==> config.mk <==
export PLATFORM = sky130hd
export DESIGN_NAME = triangle_scanline_span_top
export DESIGN_NICKNAME = d
export VERILOG_FILES = /design/src/tss_pkg.sv /design/src/tss_div_pipe.sv /design/src/triangle_scanline_span_top.sv
export SDC_FILE = /design/constraint.sdc
export NUM_CORES = 2
export LEC_CHECK = 0
export BUFFER_PORTS_ARGS = -buffer_cell sky130_fd_sc_hd__buf_2
export CAP_MARGIN = 15
export CORE_UTILIZATION = 50
export CTS_BUF_LIST = sky130_fd_sc_hd__clkbuf_4 sky130_fd_sc_hd__clkbuf_8 sky130_fd_sc_hd__clkbuf_16
export DETAILED_ROUTE_END_ITERATION = 6
export GPL_ROUTABILITY_DRIVEN = 0
export GPL_TIMING_DRIVEN = 0
export PLACE_DENSITY = 0.69
export SLEW_MARGIN = 10
export SYNTH_ARGS = -nofsm -noshare
export SYNTH_HDL_FRONTEND = slang
export SYNTH_HIERARCHICAL = 1
export SYNTH_SLANG_ARGS = --single-unit
export TNS_END_PERCENT = 20
==> constraint.sdc <==
create_clock -name clock -period 61.8 [get_ports clock]
set_clock_uncertainty 0.15 [all_clocks]
set_input_delay 18.54 -clock clock [delete_from_list [all_inputs] [get_ports clock]]
set_output_delay 18.54 -clock clock [all_outputs]
set_load 0.01 [all_outputs]
==> src/tss_pkg.sv <==
// Package for the triangle scanline span block: payload structs, pipeline
// stage structs and the restoring divider step. Depends on nothing.
package tss_pkg;

   localparam int COORD_BITS = 12;
   localparam int PROD_BITS  = 2 * COORD_BITS;

   typedef logic signed [COORD_BITS-1:0] coord_type;
   typedef logic        [COORD_BITS-1:0] mag_type;
   typedef logic        [PROD_BITS-1:0]  prod_type;

   typedef struct packed {
      coord_type   vert_a_x;
      coord_type   vert_a_y;
      coord_type   vert_b_x;
      coord_type   vert_b_y;
      coord_type   vert_c_x;
      coord_type   vert_c_y;
      coord_type   scan_row;
      logic [23:0] fill_rgb;
      logic [7:0]  fill_alpha;
   } req_type;

   typedef struct packed {
      logic        span_valid;
      coord_type   span_left;
      coord_type   span_right;
      coord_type   span_row;
      logic [23:0] span_rgb;
      logic [7:0]  span_alpha;
   } rsp_type;

   // Vertices ordered top, middle, bottom by y.
   typedef struct packed {
      coord_type   xt;
      coord_type   yt;
      coord_type   xm;
      coord_type   ym;
      coord_type   xb;
      coord_type   yb;
      coord_type   row;
      logic [23:0] rgb;
      logic [7:0]  alpha;
   } sort_type;

   // Values that pass untouched alongside both edge lanes.
   typedef struct packed {
      logic        span_ok;
      coord_type   row;
      logic [23:0] rgb;
      logic [7:0]  alpha;
   } side_type;

   // One edge before the multiply: x = x0 +/- (dr * adx) / dy.
   typedef struct packed {
      logic      neg;
      coord_type x0;
      mag_type   dr;
      mag_type   adx;
      mag_type   dy;
   } edge_type;

   typedef struct packed {
      side_type side;
      edge_type lng;
      edge_type sht;
   } edge_item_type;

   // One edge inside the divider.
   typedef struct packed {
      logic      neg;
      coord_type x0;
      prod_type  rem;
      mag_type   den;
      mag_type   quo;
   } div_lane_type;

   typedef struct packed {
      side_type     side;
      div_lane_type lng;
      div_lane_type sht;
   } div_item_type;

   // One restoring division step producing quotient bit bit_idx.
   function automatic div_lane_type div_step(div_lane_type lane, int unsigned bit_idx);
      prod_type     dsh;
      div_lane_type res;
      res = lane;
      dsh = {{COORD_BITS{1'b0}}, lane.den} << bit_idx;
      if (lane.rem >= dsh) begin
         res.rem = lane.rem - dsh;
         res.quo = lane.quo | (mag_type'(1) << bit_idx);
      end
      return res;
   endfunction

endpackage

==> src/tss_div_pipe.sv <==
// Pipelined restoring divider for both edge lanes, one quotient bit per
// stage with valid bits and a per-stage ready chain. Depends on tss_pkg.
module tss_div_pipe (
   input  logic                  clock,
   input  logic                  reset,
   input  logic                  in_valid,
   output logic                  in_ready,
   input  tss_pkg::div_item_type in_data,
   output logic                  out_valid,
   input  logic                  out_ready,
   output tss_pkg::div_item_type out_data
);
   import tss_pkg::*;

   localparam int STAGES = COORD_BITS;

   div_item_type data_ff [STAGES];
   logic [STAGES-1:0] valid_ff;
   logic [STAGES-1:0] adv;

   for (genvar s = 0; s < STAGES; s++) begin : g_stage
      div_item_type prev_data;
      logic         prev_valid;
      div_item_type step_in;

      if (s == 0) begin : g_first
         assign prev_data  = in_data;
         assign prev_valid = in_valid;
      end else begin : g_next
         assign prev_data  = data_ff[s-1];
         assign prev_valid = valid_ff[s-1];
      end

      if (s == STAGES - 1) begin : g_last_adv
         assign adv[s] = !valid_ff[s] || out_ready;
      end else begin : g_mid_adv
         assign adv[s] = !valid_ff[s] || adv[s+1];
      end

      always_comb begin
         step_in     = prev_data;
         step_in.lng = div_step(prev_data.lng, (STAGES - 1 - s));
         step_in.sht = div_step(prev_data.sht, (STAGES - 1 - s));
      end

      always_ff @(posedge clock) begin
         if (reset) begin
            valid_ff[s] <= 1'b0;
         end else if (adv[s]) begin
            valid_ff[s] <= prev_valid;
         end
      end

      always_ff @(posedge clock) begin
         if (adv[s]) begin
            data_ff[s] <= step_in;
         end
      end
   end

   assign in_ready  = adv[0];
   assign out_valid = valid_ff[STAGES-1];
   assign out_data  = data_ff[STAGES-1];

endmodule

==> src/triangle_scanline_span_top.sv <==
// Top level of the triangle scanline span generator: sort, edge setup,
// multiply, pipelined divide and span assembly. Depends on tss_pkg, tss_div_pipe.
//
// Usage: each transfer on the req_ channel carries three triangle vertices, a
// scanline row, a fill color and an opacity. Exactly one transfer leaves on the
// rsp_ channel for each one taken, in order, giving the ordered left and right
// x of the span on that row, the row itself, the color and the opacity.
// span_valid is low, with left and right zero, for a flat triangle or a row
// outside the triangle.
// Throughput: one transfer per clock, sustained while rsp_ready keeps up. A
// req_ transfer passes through stages 0 to 3, the pipelined restoring
// divider, which resolves one quotient bit per stage, and the output register.
// Every stage holds a valid bit and advances when it is empty or the stage
// after it advances, so bubbles are squeezed out and the block keeps taking
// transfers while a finished result waits on rsp_ready, until every stage is
// full. A stall loses or repeats nothing.
// Reset (synchronous, active high) empties the pipeline by clearing every valid bit; data registers are not reset.
module triangle_scanline_span_top (
   input  logic             clock,
   input  logic             reset,
   input  logic             req_valid,
   output logic             req_ready,
   input  tss_pkg::req_type req_data,
   output logic             rsp_valid,
   input  logic             rsp_ready,
   output tss_pkg::rsp_type rsp_data
);
   import tss_pkg::*;

   // Stage 0 registers the raw request, stage 1 the sorted vertices,
   // stage 2 the edge setup and stage 3 the products.
   req_type       s0_ff;
   sort_type      s1_ff, s1_in;
   edge_item_type s2_ff, s2_in;
   div_item_type  s3_ff, s3_in;
   logic          s0_valid_ff, s1_valid_ff, s2_valid_ff, s3_valid_ff;
   logic          adv0, adv1, adv2, adv3, adv_out;

   logic          div_in_ready;
   logic          div_out_valid;
   div_item_type  div_out_data;

   rsp_type       rsp_ff, rsp_in;
   logic          rsp_valid_ff;

   // The ready chain runs back from the output register.
   assign adv_out   = !rsp_valid_ff || rsp_ready;
   assign adv3      = !s3_valid_ff || div_in_ready;
   assign adv2      = !s2_valid_ff || adv3;
   assign adv1      = !s1_valid_ff || adv2;
   assign adv0      = !s0_valid_ff || adv1;
   assign req_ready = adv0;

   // Stable three-step sort by y, so equal rows keep input order.
   always_comb begin
      coord_type ax, ay, bx, by, cx, cy, tx, ty;
      tx = '0;
      ty = '0;
      ax = s0_ff.vert_a_x;
      ay = s0_ff.vert_a_y;
      bx = s0_ff.vert_b_x;
      by = s0_ff.vert_b_y;
      cx = s0_ff.vert_c_x;
      cy = s0_ff.vert_c_y;
      if (ay > by) begin
         tx = ax; ty = ay; ax = bx; ay = by; bx = tx; by = ty;
      end
      if (by > cy) begin
         tx = bx; ty = by; bx = cx; by = cy; cx = tx; cy = ty;
      end
      if (ay > by) begin
         tx = ax; ty = ay; ax = bx; ay = by; bx = tx; by = ty;
      end
      s1_in.xt    = ax;
      s1_in.yt    = ay;
      s1_in.xm    = bx;
      s1_in.ym    = by;
      s1_in.xb    = cx;
      s1_in.yb    = cy;
      s1_in.row   = s0_ff.scan_row;
      s1_in.rgb   = s0_ff.fill_rgb;
      s1_in.alpha = s0_ff.fill_alpha;
   end

   // Edge setup: differences with sign split off. The slope numerator's sign
   // comes only from dx, since the row offset is never negative for a span
   // that is inside the triangle. Equal-y guards become a zero numerator.
   always_comb begin
      logic signed [COORD_BITS:0] dx_long, dx_short;
      coord_type sx0, sx1, sy0, sy1;
      logic      guard;

      dx_long = {s1_ff.xb[COORD_BITS-1], s1_ff.xb} - {s1_ff.xt[COORD_BITS-1], s1_ff.xt};
      s2_in.lng.neg = dx_long[COORD_BITS];
      s2_in.lng.x0  = s1_ff.xt;
      s2_in.lng.adx = dx_long[COORD_BITS] ? COORD_BITS'(-dx_long) : COORD_BITS'(dx_long);
      s2_in.lng.dy  = COORD_BITS'(s1_ff.yb - s1_ff.yt);
      s2_in.lng.dr  = COORD_BITS'(s1_ff.row - s1_ff.yt);

      if (s1_ff.row < s1_ff.ym) begin
         sx0 = s1_ff.xt; sy0 = s1_ff.yt; sx1 = s1_ff.xm; sy1 = s1_ff.ym;
      end else begin
         sx0 = s1_ff.xm; sy0 = s1_ff.ym; sx1 = s1_ff.xb; sy1 = s1_ff.yb;
      end
      guard    = (sy0 == sy1);
      dx_short = {sx1[COORD_BITS-1], sx1} - {sx0[COORD_BITS-1], sx0};
      s2_in.sht.neg = dx_short[COORD_BITS];
      s2_in.sht.x0  = sx0;
      s2_in.sht.adx = dx_short[COORD_BITS] ? COORD_BITS'(-dx_short) : COORD_BITS'(dx_short);
      s2_in.sht.dy  = guard ? mag_type'(1) : COORD_BITS'(sy1 - sy0);
      s2_in.sht.dr  = guard ? '0 : COORD_BITS'(s1_ff.row - sy0);

      s2_in.side.span_ok = (s1_ff.yt != s1_ff.yb) && (s1_ff.row >= s1_ff.yt)
                           && (s1_ff.row <= s1_ff.yb);
      s2_in.side.row     = s1_ff.row;
      s2_in.side.rgb     = s1_ff.rgb;
      s2_in.side.alpha   = s1_ff.alpha;
   end

   // Unsigned products of row offset and x span magnitude.
   always_comb begin
      s3_in.side    = s2_ff.side;
      s3_in.lng.neg = s2_ff.lng.neg;
      s3_in.lng.x0  = s2_ff.lng.x0;
      s3_in.lng.rem = {{COORD_BITS{1'b0}}, s2_ff.lng.dr} * {{COORD_BITS{1'b0}}, s2_ff.lng.adx};
      s3_in.lng.den = s2_ff.lng.dy;
      s3_in.lng.quo = '0;
      s3_in.sht.neg = s2_ff.sht.neg;
      s3_in.sht.x0  = s2_ff.sht.x0;
      s3_in.sht.rem = {{COORD_BITS{1'b0}}, s2_ff.sht.dr} * {{COORD_BITS{1'b0}}, s2_ff.sht.adx};
      s3_in.sht.den = s2_ff.sht.dy;
      s3_in.sht.quo = '0;
   end

   always_ff @(posedge clock) begin
      if (reset) begin
         s0_valid_ff <= 1'b0;
         s1_valid_ff <= 1'b0;
         s2_valid_ff <= 1'b0;
         s3_valid_ff <= 1'b0;
      end else begin
         if (adv0) begin
            s0_valid_ff <= req_valid;
         end
         if (adv1) begin
            s1_valid_ff <= s0_valid_ff;
         end
         if (adv2) begin
            s2_valid_ff <= s1_valid_ff;
         end
         if (adv3) begin
            s3_valid_ff <= s2_valid_ff;
         end
      end
   end

   always_ff @(posedge clock) begin
      if (adv0) begin
         s0_ff <= req_data;
      end
      if (adv1) begin
         s1_ff <= s1_in;
      end
      if (adv2) begin
         s2_ff <= s2_in;
      end
      if (adv3) begin
         s3_ff <= s3_in;
      end
   end

   tss_div_pipe u_div (
      .clock     (clock),
      .reset     (reset),
      .in_valid  (s3_valid_ff),
      .in_ready  (div_in_ready),
      .in_data   (s3_ff),
      .out_valid (div_out_valid),
      .out_ready (adv_out),
      .out_data  (div_out_data)
   );

   // Apply the sign, add the edge origin and order the two x values.
   // Magnitude division followed by negation truncates toward zero.
   always_comb begin
      logic signed [COORD_BITS:0] ql, qs, xl_w, xs_w;
      coord_type xl, xs;
      ql   = div_out_data.lng.neg ? -$signed({1'b0, div_out_data.lng.quo})
                                  :  $signed({1'b0, div_out_data.lng.quo});
      qs   = div_out_data.sht.neg ? -$signed({1'b0, div_out_data.sht.quo})
                                  :  $signed({1'b0, div_out_data.sht.quo});
      xl_w = {div_out_data.lng.x0[COORD_BITS-1], div_out_data.lng.x0} + ql;
      xs_w = {div_out_data.sht.x0[COORD_BITS-1], div_out_data.sht.x0} + qs;
      xl   = coord_type'(xl_w[COORD_BITS-1:0]);
      xs   = coord_type'(xs_w[COORD_BITS-1:0]);

      rsp_in.span_valid = div_out_data.side.span_ok;
      rsp_in.span_row   = div_out_data.side.row;
      rsp_in.span_rgb   = div_out_data.side.rgb;
      rsp_in.span_alpha = div_out_data.side.alpha;
      if (!div_out_data.side.span_ok) begin
         rsp_in.span_left  = '0;
         rsp_in.span_right = '0;
      end else if (xl < xs) begin
         rsp_in.span_left  = xl;
         rsp_in.span_right = xs;
      end else begin
         rsp_in.span_left  = xs;
         rsp_in.span_right = xl;
      end
   end

   always_ff @(posedge clock) begin
      if (reset) begin
         rsp_valid_ff <= 1'b0;
      end else if (adv_out) begin
         rsp_valid_ff <= div_out_valid;
      end
   end

   always_ff @(posedge clock) begin
      if (adv_out) begin
         rsp_ff <= rsp_in;
      end
   end

   assign rsp_valid = rsp_valid_ff;
   assign rsp_data  = rsp_ff;

`ifndef SYNTH
   // An invalid span always reports zero bounds.
   a_invalid_zero: assert property (@(posedge clock) disable iff (reset)
      rsp_valid && !rsp_data.span_valid |-> rsp_data.span_left == '0
                                            && rsp_data.span_right == '0)
      else $error("invalid span with nonzero bounds");

   // A valid span is ordered.
   a_ordered: assert property (@(posedge clock) disable iff (reset)
      rsp_valid && rsp_data.span_valid |-> rsp_data.span_left <= rsp_data.span_right)
      else $error("span left exceeds right");

   // Input backpressure only arises from a stalled output.
   a_ready_cause: assert property (@(posedge clock) disable iff (reset)
      !req_ready |-> rsp_valid && !rsp_ready)
      else $error("req_ready low without output stall");
`endif

endmodule
==> flow_summary.yaml <==
status:
  status: "complete, but fails checks"
  violations: "DRC"
critical_path:
  cp-end-kind: "primary output"
  cp_num_buf_inv: 7
  crit_required_ns: 43.11
  critical_path_class: "in2out"
  crit_chain: "buf_2 > nand2b_4 > buf_16 > nor2b_1 > inv_6 > nor2_1 > and2_1 > nand3_4 > nor2_1 > nand4_1 > buf_8 > nor2b_1 > and3_1 > nand2_4 > buf_12 > buf_16 > buf_2"
  crit_start: "rsp_ready"
  critPathMaxFanout: 74
  rr_startpoint: "s0_ff[97]"
  cp_slowest_stage_delay_ns: 0.84
  crit_slowest_cell: "nor2_1"
  cp_top_family: "simple AND/OR/NAND/NOR gates"
  reg2reg_slack_ns: 53.94
  startpoint_type: "primary input"
  arrival_ns: 25.26
layout:
  area.growth.synth_to_final_pct: 12.8
  final_nets: 9526
  nFillCells: 17300
  multiInputGateArea_um2: 34800
  final_cell_count_no_fill: 11800
  layout_common_cells: "edfxtp_1, inv_1, ha_1, nand2_1, nor2_1"
  layout_commonest_cell: "edfxtp_1"
  ff_latch_area_um2: 76000
  drive_gt1_share_pct: 11.3
global_route:
  grt_overflow_total: 0
  grt_max_degree: 111
  antenna_found_initial: 9
  grt_pass1_vias: 64400
  grt_pass1_wl_mm: 345
  grt_use_total_pct: 19.0
clocking:
  cts.repair.resized: 0
  ctsLongestPathBuffers: 4
  clkLatencyLatePin_ns: 0.91
  cts_inserted_buffers: 274
  cts_max_level: 5
  root_buffer: "clkbuf_16"
  holdBufCountCts: 0
  postCtsSetupBuffers: 0
  cts_tree: "built"
  clkTransAtPathRegs_ns: 0.06
  cts_num_sinks: 2536
sta:
  finalSetupViolations: 0
  rsz0062_at_grt: "false"
  fin_crit_ns: 43.95
  max-slew-margin-rel_pct: 27.2
  hold_violations: 0
  fmax_mhz: 22.8
  whs_ns: 0.238
  min_period_over_period_pct: 71.1
  worst_pin_slew_ns: 1.08
  finalWorstSetupSlack_ns: 17.85
  finalMaxSlewViolations: 0
route:
  drtPass1Iterations: 7
  wl_per_cell_um: 18.5
  vias_per_cell: 5.35
  drt_iter0_markers: 4568
  vias: 63100
  routed_wl_mm: 219
  drc_errors: 3
  ant_nets: 0
place:
  place_ws_ns: 17.67
  dp_hpwl_mm: 161
  port-buffer-count: 190
  dpl.cell_count: 11300
floorplan:
  rows: 175
  die_x_um: 481
  die_y_um: 481
  core_area_um2: 228000
  die-area_um2: 232000
  io_pins: 191
  start_util_pct: 50.4
worst_hold_path:
  hold_path_class: "reg2reg"
  min_from: "u_div/data_ff[2][57]"
synth:
  netlist_area_um2: 115000
  avgSynthCellArea_um2: 14.2
  yosysWarnings: 6
  synthCells: 8067
job:
  maxCapViolations: 0
state kept, by name, indices dropped and copies added (netlist names):
| name | cells |
|---|---|
| rsp_data | 69 |
| rsp_valid | 1 |
| s0_ff | 116 |
| s0_valid_ff | 1 |
| s1_ff | 116 |
| s1_valid_ff | 1 |
| s2_ff | 143 |
| s2_valid_ff | 1 |
| s3_ff | 143 |
| s3_valid_ff | 1 |
| u_div/data_ff | 1932 |
| u_div/g_stage.prev_valid | 11 |
| u_div/out_valid | 1 |
worst paths after layout:
check / end / depth (start not counted)
setup / recovery: req_ready / 17
hold / removal: u_div/data_ff[2][224] / 0
setup reg to reg: s1_ff[112] / 31
hold reg to reg: u_div/data_ff[2][224] / 0
final cells by class:
type                            instances  share of cell area (%)
Antenna cell                            5                 0.00966
Buffer                                252                    1.05
Clock buffer                          324                    5.67
Clock inverter                        140                    1.13
Inverter                              782                    2.30
Multi-Input combinational cell       4520                    26.9
Sequential cell                      2536                    58.6
Tap cell                             3009                    2.91
Timing Repair Buffer                  231                    1.44
metal layers:
layer / wire (um) / vias up / part of all wire, % / global-route usage, %
met1: 90300 / 30300 / 41 / 23.2
li1: - / 30400 / - / -
met4: 10600 / 2 / 4.9 / 9.52
met5: 13 / - / 0.0059 / 0
met2: 108000 / 1792 / 49 / 32.8
met3: 9440 / 603 / 4.3 / 2.68
metrics by stage:
| stage | util, % | cell area (um^2) | setup TNS (ns) |
|---|---|---|---|
| 3_3_place_gp | 52.5 | 120000 | -5.71 |
| 3_5_place_dp | 53.0 | 121000 | 0 |
| 4_1_cts | 56.8 | 130000 | 0 |
| 2_1_floorplan | - | 115000 | 0 |
| 6_report | 56.8 | 130000 | 0 |
| 5_1_grt | 56.8 | 130000 | 0 |
Power is not shown: default switching activity piles up to over one toggle a cycle in this logic, so the estimate is an artifact.
